[src/rtl/bole_pkg.sv]
`default_nettype none
package bole_pkg;
  localparam int Capacity = 32;
  localparam int IdxW = $clog2(Capacity);
  localparam int CntW = $clog2(Capacity + 1);

  typedef enum logic [3:0] {
    OP_INS_FRONT = 4'd0,
    OP_INS_BACK  = 4'd1,
    OP_INS_AT    = 4'd2,
    OP_DEL_FRONT = 4'd3,
    OP_DEL_BACK  = 4'd4,
    OP_DEL_AT    = 4'd5,
    OP_LIST_FWD  = 4'd6,
    OP_LIST_REV  = 4'd7,
    OP_QUERY     = 4'd8,
    OP_REVERSE   = 4'd9
  } op_t;

  typedef enum logic [1:0] {
    ST_OK     = 2'd0,
    ST_EMPTY  = 2'd1,
    ST_BADPOS = 2'd2,
    ST_FULL   = 2'd3
  } status_t;

  typedef enum logic [1:0] {
    S_IDLE = 2'd0,
    S_LIST = 2'd1,
    S_OUT  = 2'd2
  } state_t;

  typedef enum logic [2:0] {
    DP_NONE   = 3'd0,
    DP_INSERT = 3'd1,
    DP_DELETE = 3'd2,
    DP_REVERSE = 3'd3,
    DP_STATUS = 3'd4,
    DP_LIST   = 3'd5
  } dpop_t;

  // controller -> datapath
  typedef struct packed {
    dpop_t           op;
    logic [IdxW-1:0] idx;      // insert/delete slot
    status_t         status;
    logic            list_start;
    logic            list_rev;
    logic            list_step;
  } cmd_t;

  // datapath -> controller
  typedef struct packed {
    logic [CntW-1:0] count;
    logic            list_last;
  } stat_t;
endpackage
`default_nettype wire

[src/rtl/bole_ctrl.sv]
`default_nettype none
module bole_ctrl (
  input  wire logic                 clk,
  input  wire logic                 rst_n,
  input  wire logic                 in_valid,
  output logic                      in_stall,
  input  wire logic [3:0]           in_operation,
  input  wire logic [5:0]           in_position,
  output logic                      out_valid,
  input  wire logic                 out_stall,
  output bole_pkg::cmd_t            cmd,
  input  wire bole_pkg::stat_t      stat
);
  bole_pkg::state_t state_r, state_nxt;
  logic acc, fire;
  logic [bole_pkg::CntW-1:0] cnt;
  logic [6:0] pos;

  assign cnt  = stat.count;
  assign pos  = {1'b0, in_position};
  assign fire = out_valid && !out_stall;
  assign acc  = in_valid && !in_stall;

  // next state
  always_comb begin
    state_nxt = state_r;
    case (state_r)
      bole_pkg::S_IDLE: begin
        if (in_valid) begin
          if ((in_operation == bole_pkg::OP_LIST_FWD ||
               in_operation == bole_pkg::OP_LIST_REV) && cnt != '0)
            state_nxt = bole_pkg::S_LIST;
          else
            state_nxt = bole_pkg::S_OUT;
        end
      end
      bole_pkg::S_LIST: if (fire && stat.list_last) state_nxt = bole_pkg::S_IDLE;
      bole_pkg::S_OUT:  if (fire) state_nxt = bole_pkg::S_IDLE;
      default: state_nxt = bole_pkg::S_IDLE;
    endcase
  end

  always_ff @(posedge clk) begin
    if (!rst_n) state_r <= bole_pkg::S_IDLE;
    else        state_r <= state_nxt;
  end

  // outputs
  always_comb begin
    logic [6:0] c7;
    c7 = 7'(cnt);
    in_stall  = (state_r != bole_pkg::S_IDLE);
    out_valid = (state_r != bole_pkg::S_IDLE);
    cmd = '0;
    cmd.list_step = (state_r == bole_pkg::S_LIST) && fire;
    if (acc) begin
      cmd.op = bole_pkg::DP_STATUS;
      cmd.status = bole_pkg::ST_OK;
      case (in_operation)
        bole_pkg::OP_INS_FRONT, bole_pkg::OP_INS_BACK: begin
          if (c7 >= 7'(bole_pkg::Capacity)) cmd.status = bole_pkg::ST_FULL;
          else begin
            cmd.op  = bole_pkg::DP_INSERT;
            cmd.idx = (in_operation == bole_pkg::OP_INS_FRONT) ? '0
                      : bole_pkg::IdxW'(cnt);
          end
        end
        bole_pkg::OP_INS_AT: begin
          if (pos == 7'd0 || pos > c7 + 7'd1) cmd.status = bole_pkg::ST_BADPOS;
          else if (c7 >= 7'(bole_pkg::Capacity)) cmd.status = bole_pkg::ST_FULL;
          else begin
            cmd.op  = bole_pkg::DP_INSERT;
            cmd.idx = bole_pkg::IdxW'(pos - 7'd1);
          end
        end
        bole_pkg::OP_DEL_FRONT, bole_pkg::OP_DEL_BACK: begin
          if (cnt == '0) cmd.status = bole_pkg::ST_EMPTY;
          else begin
            cmd.op  = bole_pkg::DP_DELETE;
            cmd.idx = (in_operation == bole_pkg::OP_DEL_FRONT) ? '0
                      : bole_pkg::IdxW'(c7 - 7'd1);
          end
        end
        bole_pkg::OP_DEL_AT: begin
          if (pos == 7'd0) cmd.status = bole_pkg::ST_BADPOS;
          else if (cnt == '0) cmd.status = bole_pkg::ST_EMPTY;
          else if (pos > c7) cmd.status = bole_pkg::ST_BADPOS;
          else begin
            cmd.op  = bole_pkg::DP_DELETE;
            cmd.idx = bole_pkg::IdxW'(pos - 7'd1);
          end
        end
        bole_pkg::OP_LIST_FWD, bole_pkg::OP_LIST_REV: begin
          if (cnt == '0) cmd.status = bole_pkg::ST_EMPTY;
          else begin
            cmd.op = bole_pkg::DP_LIST;
            cmd.list_start = 1'b1;
            cmd.list_rev = (in_operation == bole_pkg::OP_LIST_REV);
          end
        end
        bole_pkg::OP_REVERSE: cmd.op = bole_pkg::DP_REVERSE;
        default: cmd.op = bole_pkg::DP_STATUS;
      endcase
    end
  end
endmodule
`default_nettype wire

[config.mk]
export PLATFORM = sky130hd
export DESIGN_NAME = bole_ctrl
export DESIGN_NICKNAME = d
export VERILOG_FILES = /design/src/rtl/bole_pkg.sv /design/src/rtl/bole_ctrl.sv
export SDC_FILE = /design/constraint.sdc
export NUM_CORES = 1
export LEC_CHECK = 0
export BUFFER_PORTS_ARGS = -buffer_cell sky130_fd_sc_hd__buf_2
export CORE_AREA = 2 2 52 54
export CTS_CLUSTER_DIAMETER = 150
export DETAILED_ROUTE_END_ITERATION = 8
export DIE_AREA = 0 0 54 56
export GPL_ROUTABILITY_DRIVEN = 0
export HOLD_SLACK_MARGIN = 0.02
export PLACE_DENSITY = 0.83
export SKIP_LAST_GASP = 1
export SLEW_MARGIN = 20
export SYNTH_ARGS = -nofsm -noshare
export SYNTH_HDL_FRONTEND = slang
export SYNTH_SLANG_ARGS = --single-unit
export TNS_END_PERCENT = 1
[constraint.sdc]
create_clock -name clk -period 2.52 [get_ports clk]
set_clock_uncertainty 0.05 [all_clocks]
set_input_delay 0.252 -clock clk [delete_from_list [all_inputs] [get_ports clk]]
set_output_delay 0.252 -clock clk [all_outputs]
set_load 0.05 [all_outputs]
==> summary.md, run 1 <==
| Metric | Value |
|---|---|
| Status | `finished, violations left` |
| Failing checks | `negative setup slack` |
| Cell Chain, Critical Path | `buf_6, inv_2, ha_4, inv_1, ha_1, nor2b_1, o21a_4, o311a_1, a221oi_2, buf_4, a31oi_4, buf_6` |
| Final design utilization | `73.92%` |
| Most frequent cells in the layout | `26 x buf_2, 22 x buf_4, 15 x ha_1, 12 x inv_1, 11 x nand3_1` |
| Cells after DPL | `246` |
| CTS tree | `built` |
| Worst-margin pin slew | `0.5623 ns` |
| R2R depth | `3` |
| Number of flip-flops in the largest register | `2` |
| Seq. cell area | `40.04 um^2` |
| Leakage power | `0.7669 nW` |
| Crit Path Max Fanout | `4` |
| Synth unique cells | `53` |
| Ant. Diodes | `0` |
| Crit path max-delay cell type | `ha_1` |
| Hold Buf Count CTS | `0` |
| Sequential element share of the synthesized area | `roughly 3.2%` |
| First-pass GRT wire length | `6548 um` |
| Ys async rst share | `0%` |
| Sw Ratio | `49.00%` |
| Hold depth | `2` |
| H-tree depth | `1` |
| Arrival time at the worst endpoint | `2.31 ns` |
| Synthesized area | `1261 um^2` |
| R2R Setup Slk | `roughly 1.3 ns` |
| Max Fclk | `382.1 MHz` |
| Worst R2R End | `state_r[1]$_SDFFE_PN0P_` |
| CP max stage delay | `0.31 ns` |
| Commonest non-fill, non-tap cell in the layout | `buf_2` |
| Clk Latency, worst-skew pair | `0.22 ns` |
| Die W | `54 um` |
| Peak VDD IR | `0.2528 mV` |
| Largest family of logic cells by synthesized area | `simple AND/OR/NAND/NOR gates` |
| Drt total wl | `4217 um` |
| Dpl ws | `-0.3197 ns` |
| DP Wirelength | `3197 um` |
| CTS buffer count | `3` |
| PortBufs | `35` |
| Largest registers | `state_r x2` |
| Final period util | `103.8%` |
| Multi-input gate area | `1282 um^2` |
| Fraction of layout cells with a size suffix above 1 | `43.84%` |
| Worst Hold Path EP | `state_r[0]$_SDFFE_PN0P_` |
| Clock power share | `16.9%` |
| Largest net degree at the start of global routing | `18` |
| Clock slew at reported path FFs | `0.03 ns` |
| Rows | `18` |
| Min Tclk post-route | `approximately 2.6 ns` |
| Comb power frac | `74.4%` |
| Max-slew violation count | `0` |
| Non-filler cells, final | `~250` |
| Area growth syn-to-layout | `42.56%` |
| Post-synthesis mux area share | `0%` |
| Final Hold Vio Count | `0` |
| HP Start | `rst_n` |
| Yosys reg bits | `2` |
| Unrepaired setup endpoints after global routing | `true` |
| Synth Area in Compound Gates | `between 20% and 30%` |
| Biggest register | `state_r` |
| Main synth FF type | `dfxtp_1` |
| Routed wire per std cell | `16.94 um` |
| Max-slew headroom | `62.23%` |
| Fill cells | `~190` |
| Core Area | `2432 um^2` |
| Startpoint class of the critical path | `input port` |
| XOR/XNOR Fraction of Synth Area | `between 4 and 5%` |
| Starting Density | `51.85%` |
| Clock sinks | `2` |
| Synth Area in Adders | `16.87%` |
| Maximum buffer depth of the clock tree | `2` |
| Simple-gate share of the synthesized area | `37.40%` |
| Crit path required time | `2.22 ns` |
| Ports | `36` |
| Vias in the first global route | `1518` |
| Number of flops mapped to enable cells by yosys | `0` |
| CP endpoint kind | `primary output` |
| Worst hold path class | `input port to flip-flop` |
| Worst Setup Slack, final | `-0.09688 ns` |
| Final Net Count | `259` |
| Initial antenna violation count | `0` |
| Clk root buf | `clkbuf_4` |
| Cell Int Power | `between 200 and 250 uW` |
| Iteration-0 DRC Markers | `44` |
| RR Startpoint | `state_r[0]$_SDFFE_PN0P_` |
| Sequential power share | `8.7%` |
| Buf/Inv on CP | `5` |
| Post-Syn Area per Cell | `7.375 um^2` |
| Final Total Pwr | `410.6 uW` |
| TritonRoute pass-1 iters | `4` |
| Max-cap violations | `0` |
| Critical Setup Path Class | `input port to primary output` |
| CP delay by family, top | `compound AO/OA/AOI/OAI gates` |
| Die area | `3024 um^2` |
| Height of the die | `56 um` |
| Setup bufs post-CTS | `0` |
| Post-Syn Instances | `171` |
| Routed via count | `between 1500 and 2000` |
| GRT Total Usage | `between 20 and 30%` |
| Detailed-route vias per instance | `roughly 6.4` |
| Final setup viols | `10` |
| PwrDens | `228.4 nW/um^2` |
| Most frequent cell on the critical path | `buf_6` |
| Drt drc | `0` |
| Post-route ant nets | `0` |
| Net Sw Power | `201.2 uW` |
| Setup TNS | `-0.7396 ns` |
| Grt total ovfl | `0` |
| Syn. warnings | `0` |
| Post-Syn Nets | `209` |
## synth_stat cells (all sizes together), types with 4 or more instances
cell	instances	area [um^2]
ha	17	212.7
inv	14	52.55
nand3	13	65.06
nor3	11	60.06
nand2	10	37.54
nor2	9	41.29
o21ai	9	45.04
buf	7	61.30
xnor2	7	61.31
nand4	6	37.54
a21oi	5	36.29
a32oi	5	43.79
o31ai	5	42.54
nor2b	4	25.02
## cell families (layout without fill, tap and decap cells)
kind of cell    after synthesis  in the layout
fa+ha+maj                    17             17
simple gates                 75             75
compound gates               47             47
flops                         2              2
buf+inv                      23             71
xor+xnor                      7              7
## metrics by stage
stage | area [um^2] | hold WS, ns
final | 1798 | 0.2007
after global routing | 1798 | 0.1905
after CTS | 1753 | 0.1967
after detailed placement | 1662 | 0.4303
after global placement | 1662 | 0.4114
after floorplan | 1389 | 0.3195
## routing by layer
layer	routed length (um)	GRT usage (%)
met1	1613	32.74
met2	2176	47.74
met3	263	3.226
met4	164	12.50
met5	0	0
## how the worst max path moves through the flow
stage	depth (start not counted)	to	slack, ns	from
finish	12	cmd[12]	-0.1	stat[2]
global route	12	cmd[12]	-0.18	stat[3]
CTS	12	cmd[12]	-0.11	stat[1]
detailed placement	11	cmd[5]	-0.32	stat[1]
global placement	11	cmd[5]	-0.23	stat[1]
floorplan	10	cmd[5]	-0.09	stat[3]
## what timing repair did
| item | CTS | global route |
|---|---|---|
| pin swaps | 4 | 5 |
| gates resized for setup | 19 | 10 |
| cloned | 0 | 0 |
| endpoints found under the setup margin | 9 | 10 |
## power by group through the flow
| stage | clock (mW) | combinational, mW | sequential (mW) |
|---|---|---|---|
| 2_1_floorplan | 0 | 0.193 | 0.0355 |
| 3_3_place_gp | 0 | 0.264 | 0.0358 |
| 3_5_place_dp | 0 | 0.275 | 0.0359 |
| 4_1_cts | 0.0714 | 0.287 | 0.0356 |
| 5_1_grt | 0.0782 | 0.328 | 0.0357 |
| 6_report | 0.0694 | 0.306 | 0.0356 |
## cell type report
cell class	instances	area share [%]
flip-flops and latches	2	2.227
inverters	14	2.923
well taps	30	2.088
repair buffers	54	20.18
multi-input cells	146	71.33
clock buffers	3	1.253
No activity file was read; power rests on OpenSTA's default activity.
==> inputs of run 2 (changes only) <==
==> constraint.sdc (replaced) <==
create_clock -name clk -period 2.52 [get_ports clk]
set_clock_uncertainty 0.05 [all_clocks]
set_input_delay 0.126 -clock clk [delete_from_list [all_inputs] [get_ports clk]]
set_output_delay 0.126 -clock clk [all_outputs]
set_load 0.05 [all_outputs]
==> run 2 against run 1 <==
Against the previous run:
- the run now ends clean
- register-to-register slack better by 0.05 ns
- wire length decreased by 13%
- global-route usage decreased by 3.2 points
- clock-buffer cell count is the same
- total power is 10% lower
- critical path type unchanged
- largest power group unchanged
- highest routed layer unchanged
==> summary.md, run 2 (synthesis gave the netlist of run 1 again) <==
| Metric | Value |
|---|---|
| Vias in the first global route | `~1300` |
| Clk Latency, worst-skew pair | `0.23 ns` |
| Commonest non-fill, non-tap cell in the layout | `buf_2` |
| Fraction of layout cells with a size suffix above 1 | `34.62%` |
| Area growth syn-to-layout | `25.79%` |
| Number of flip-flops in the largest register | `2` |
| Ports | `36` |
| Final Hold Vio Count | `0` |
| Max-slew violation count | `0` |
| GRT Total Usage | `24.50%` |
| Max Fclk | `411.9 MHz` |
| Iteration-0 DRC Markers | `46` |
| Hold depth | `2` |
| Max-slew headroom | `69.28%` |
| CP max stage delay | `between 0.3 and 0.4 ns` |
| Detailed-route vias per instance | `6.239` |
| Clock sinks | `2` |
| Drt drc | `0` |
| DP Wirelength | `2823 um` |
| Worst-margin pin slew | `0.4572 ns` |
| Arrival time at the worst endpoint | `between 2 and 2.5 ns` |
| Biggest register | `state_r` |
| Clk root buf | `clkbuf_4` |
| Fill cells | `223` |
| Routed via count | `1485` |
| Critical Setup Path Class | `input port to primary output` |
| Largest net degree at the start of global routing | `18` |
| Min Tclk post-route | `2.428 ns` |
| Setup TNS | `0 ns` |
| Clock slew at reported path FFs | `0.04 ns` |
| PortBufs | `35` |
| Most frequent cells in the layout | `27 x buf_2, 16 x ha_1, 14 x inv_1, 12 x buf_4, 11 x nand3_1` |
| Worst hold path class | `input port to flip-flop` |
| Height of the die | `between 50 and 60 um` |
| Routed wire per std cell | `~15 um` |
| Crit path max-delay cell type | `o31ai_2` |
| Non-filler cells, final | `238` |
| Setup bufs post-CTS | `0` |
| Die W | `54 um` |
| First-pass GRT wire length | `5768 um` |
| Hold Buf Count CTS | `0` |
| Grt total ovfl | `0` |
| Ant. Diodes | `0` |
| Largest registers | `state_r x2` |
| Starting Density | `51.85%` |
| R2R depth | `3` |
| Final design utilization | `65.23%` |
| Hold slack | `0.06357 ns` |
| Status | `finished clean` |
| # resized after CTS | `0` |
| Final setup viols | `0` |
| Rows | `18` |
| Final Total Pwr | `369.6 uW` |
| Post-route ant nets | `0` |
| Max-cap violations | `0` |
| Startpoint class of the critical path | `input port` |
| Peak VDD IR | `0.2386 mV` |
| Leakage power | `0.6998 nW` |
| Core Area | `2432 um^2` |
| Final period util | `96.34%` |
| Crit path required time | `2.34 ns` |
| Cells after DPL | `235` |
| Initial antenna violation count | `0` |
| Crit Path Max Fanout | `5` |
| Drt total wl | `3653 um` |
| Die area | `roughly 3000 um^2` |
| CP endpoint kind | `primary output` |
| TritonRoute pass-1 iters | `4` |
| CTS tree | `built` |
| CTS buffer count | `3` |
| PwrDens | `approximately 230 nW/um^2` |
| Cell Chain, Critical Path | `clkbuf_4, inv_1, ha_1, inv_1, ha_1, nor2b_1, o21a_1, o31ai_4, nand3_2, o31ai_2, buf_6` |
| Final Net Count | `248` |
| Maximum buffer depth of the clock tree | `2` |
| H-tree depth | `1` |
-- run 2: worst max-delay path, delay by kind of cell --
| family | cells | cell delay [ns] |
|---|---|---|
| buf+inv | 4 | 0.47 |
| simple gates | 2 | 0.31 |
| fa+ha+maj | 2 | 0.59 |
| compound gates | 3 | 0.74 |
-- run 2: final timing paths --
| path | slack (ns) | endpoint | from |
|---|---|---|---|
| hold / removal | 0.06 | state_r[1]$_SDFFE_PN0P_ | rst_n |
| setup reg to reg | 1.35 | state_r[1]$_SDFFE_PN0P_ | state_r[0]$_SDFFE_PN0P_ |
| setup / recovery | 0.09 | cmd[7] | stat[1] |
| hold reg to reg | 0.54 | state_r[1]$_SDFFE_PN0P_ | state_r[0]$_SDFFE_PN0P_ |
-- run 2: report_power, final --
| group | total (mW) | leakage [nW] | internal, mW | switching [mW] |
|---|---|---|---|---|
| combinational | 0.259 | 0.670 | 0.0995 | 0.160 |
| clock | 0.0742 | 0.0138 | 0.0528 | 0.0214 |
| sequential | 0.0359 | 0.0164 | 0.0337 | 0.00223 |
| total | 0.370 | 0.700 | 0.186 | 0.184 |
-- run 2: final cells by class --
| class | count | area, um^2 | share of cell area, % |
|---|---|---|---|
| Multi-Input combinational cell | 146 | 1171 | 73.82 |
| Timing Repair Buffer | 43 | 262.8 | 16.56 |
| Inverter | 14 | 52.55 | 3.312 |
| Sequential cell | 2 | 40.04 | 2.524 |
| Tap cell | 30 | 37.54 | 2.366 |
| Clock buffer | 3 | 22.52 | 1.420 |
-- run 2: through the flow --
| step | cell area, um^2 | setup slack, ns |
|---|---|---|
| 3_5_place_dp | 1479 | 0.03468 |
| 2_1_floorplan | 1276 | -0.2344 |
| 4_1_cts | 1501 | 0.03027 |
| 3_3_place_gp | 1479 | 0.07572 |
| 6_report | 1587 | 0.09222 |
| 5_1_grt | 1587 | -0.001466 |
-- run 2: per-layer routing --
layer | up-vias | track usage (%) | routed length, um
li1 | 730 | - | -
met1 | 691 | 34.29 | 1600
met2 | 62 | 39.37 | 1796
met3 | 2 | 2.151 | 244
met4 | 0 | 6.071 | 11
met5 | - | 0 | 0
==> inputs of run 3 (changes only) <==
Settings changed: CELL_PAD_IN_SITES_DETAIL_PLACEMENT set to 0, CELL_PAD_IN_SITES_GLOBAL_PLACEMENT set to 1, CORE_AREA 2 2 52 54 to 2 2 69 58, DIE_AREA 0 0 54 56 to 0 0 71 60, PLACE_DENSITY 0.83 to 0.81.
==> run 3 against run 2 <==
Against the previous run:
- critical path depth is the same
- global-route usage shrank 6.8 points
- worst setup slack gained 0.032 ns
- via count shrank 3.6%
- sequential power is essentially flat
- register-to-register slack lost 0.04 ns
- first-iteration DRC count grew to 3.1 times the previous value
- non-clock buffer count grew 3
- wire length grew 1.9%
- cell count grew 7.1%
- core utilization shrank 20 points
- flip-flop and latch count is the same
- critical endpoint is now cmd[12]
- largest cell class unchanged
==> summary.md, run 3 (synthesis gave the netlist of run 1 again) <==
| Metric | Value |
|---|---|
| Most frequent cells in the layout | `28 x buf_2, 15 x ha_1, 15 x buf_4, 14 x inv_1, 11 x nand3_1` |
| Post-route ant nets | `0` |
| Leakage power | `around 0.7 nW` |
| Crit Path Max Fanout | `4` |
| Final Hold Vio Count | `0` |
| Status | `finished clean` |
| Max Fclk | `417.4 MHz` |
| PortBufs | `35` |
| Vias in the first global route | `between 1000 and 1500` |
| Drt total wl | `3723 um` |
| CP endpoint kind | `primary output` |
| Die W | `71 um` |
| Crit path required time | `between 2 and 2.5 ns` |
| Ports | `36` |
| Largest registers | `state_r x2` |
| Cells after DPL | `252` |
| Clock slew at reported path FFs | `0.03 ns` |
| Worst hold path class | `input port to flip-flop` |
| Min Tclk post-route | `about 2.4 ns` |
| Max-cap violations | `0` |
| CTS tree | `built` |
| Final Net Count | `approximately 250` |
| First-pass GRT wire length | `roughly 6100 um` |
| Clk root buf | `clkbuf_8` |
| Largest net degree at the start of global routing | `18` |
| Die area | `around 4300 um^2` |
| Non-filler cells, final | `255` |
| Commonest non-fill, non-tap cell in the layout | `buf_2` |
| PwrDens | `258.0 nW/um^2` |
| Starting Density | `34.76%` |
| Final setup viols | `0` |
| Worst-margin pin slew | `0.4576 ns` |
| Multi-input gate area | `1182 um^2` |
| Drt drc | `0` |
| CTS buffer count | `3` |
| Core Area | `3628 um^2` |
| Routed via count | `1432` |
| Peak VDD IR | `0.1020 mV` |
| Biggest register | `state_r` |
| Initial antenna violation count | `0` |
| Setup TNS | `0 ns` |
| Max-slew violation count | `0` |
| Critical Setup Path Class | `input port to primary output` |
| Number of flip-flops in the largest register | `2` |
| Max-slew headroom | `69.26%` |
| Seq. cell area | `40.04 um^2` |
| Routed wire per std cell | `14.60 um` |
| Final period util | `approximately 95%` |
| Hold Buf Count CTS | `0` |
| Grt total ovfl | `0` |
| Clk Latency, worst-skew pair | `0.21 ns` |
| TritonRoute pass-1 iters | `4` |
| GRT Total Usage | `17.74%` |
| Detailed-route vias per instance | `5.616` |
| Hold slack | `0.08121 ns` |
| Clock sinks | `2` |
| Height of the die | `60 um` |
| Arrival time at the worst endpoint | `2.22 ns` |
| Iteration-0 DRC Markers | `144` |
| Ant. Diodes | `0` |
| Fill cells | `375` |
| Area growth syn-to-layout | `30.85%` |
| Fraction of layout cells with a size suffix above 1 | `a little over a third` |
| Rows | `20` |
| Startpoint class of the critical path | `input port` |
| Maximum buffer depth of the clock tree | `2` |
| H-tree depth | `1` |
| DP Wirelength | `3013 um` |
[run 3: worst max-delay path, cell delays in order]
cell and delay (ns):
buf_2 0.14, inv_1 0.10, ha_4 0.29, inv_1 0.04, ha_1 0.29, nor2b_1 0.14
o21a_1 0.20, o311a_1 0.31, a221oi_2 0.25, a31oi_1 0.14, buf_4 0.20
[run 3: per-stage QoR]
step	power [mW]	util, %	setup WS [ns]	area (um^2)
global placement	0.2813	41.86	0.03904	1519
finish	0.4257	45.48	0.1240	1650
global route	0.4606	45.48	-0.01648	1650
floorplan	0.2101	-	-0.2344	1276
detailed placement	0.2818	41.86	-0.03997	1519
CTS	0.4106	43.07	-0.02718	1563
[run 3: power by group]
group	switching (mW)	total [mW]	internal (mW)
Sequential	0.00194	0.0357	0.0337
Combinational	0.162	0.265	0.104
Clock	0.0238	0.125	0.101
[run 3: final cells by class]
type | count | share of cell area, %
multi-input combinational | 146 | 71.65
timing repair buffer | 46 | 16.91
tap | 44 | 3.336
inverter | 14 | 3.184
clock buffer | 3 | 2.502
sequential | 2 | 2.426
[run 3: worst paths after layout]
check,slack [ns],cells after the start,start,to
max,0.12,11,stat[2],cmd[12]
min,0.08,2,rst_n,state_r[0]$_SDFFE_PN0P_
max reg2reg,1.31,3,state_r[0]$_SDFFE_PN0P_,state_r[1]$_SDFFE_PN0P_
min reg2reg,0.58,2,state_r[0]$_SDFFE_PN0P_,state_r[1]$_SDFFE_PN0P_
[run 3: metal layers]
layer / vias up / GRT usage [%] / part of all wire (%)
met1: 663 / 28.59 / 51
met4: 0 / 1.617 / 0.32
met5: - / 0 / 0
met3: 2 / 1.686 / 5.1
li1: 729 / - / -
met2: 38 / 25.90 / 43
[run 3: what timing repair did]
| action | in CTS | in global routing |
|---|---|---|
| setup endpoints to repair | 3 | 9 |
| resized for setup | 1 | 22 |
| buffers inserted | 0 | 0 |
| pin swaps | 0 | 5 |
| endpoints found under the hold margin | 0 | 0 |
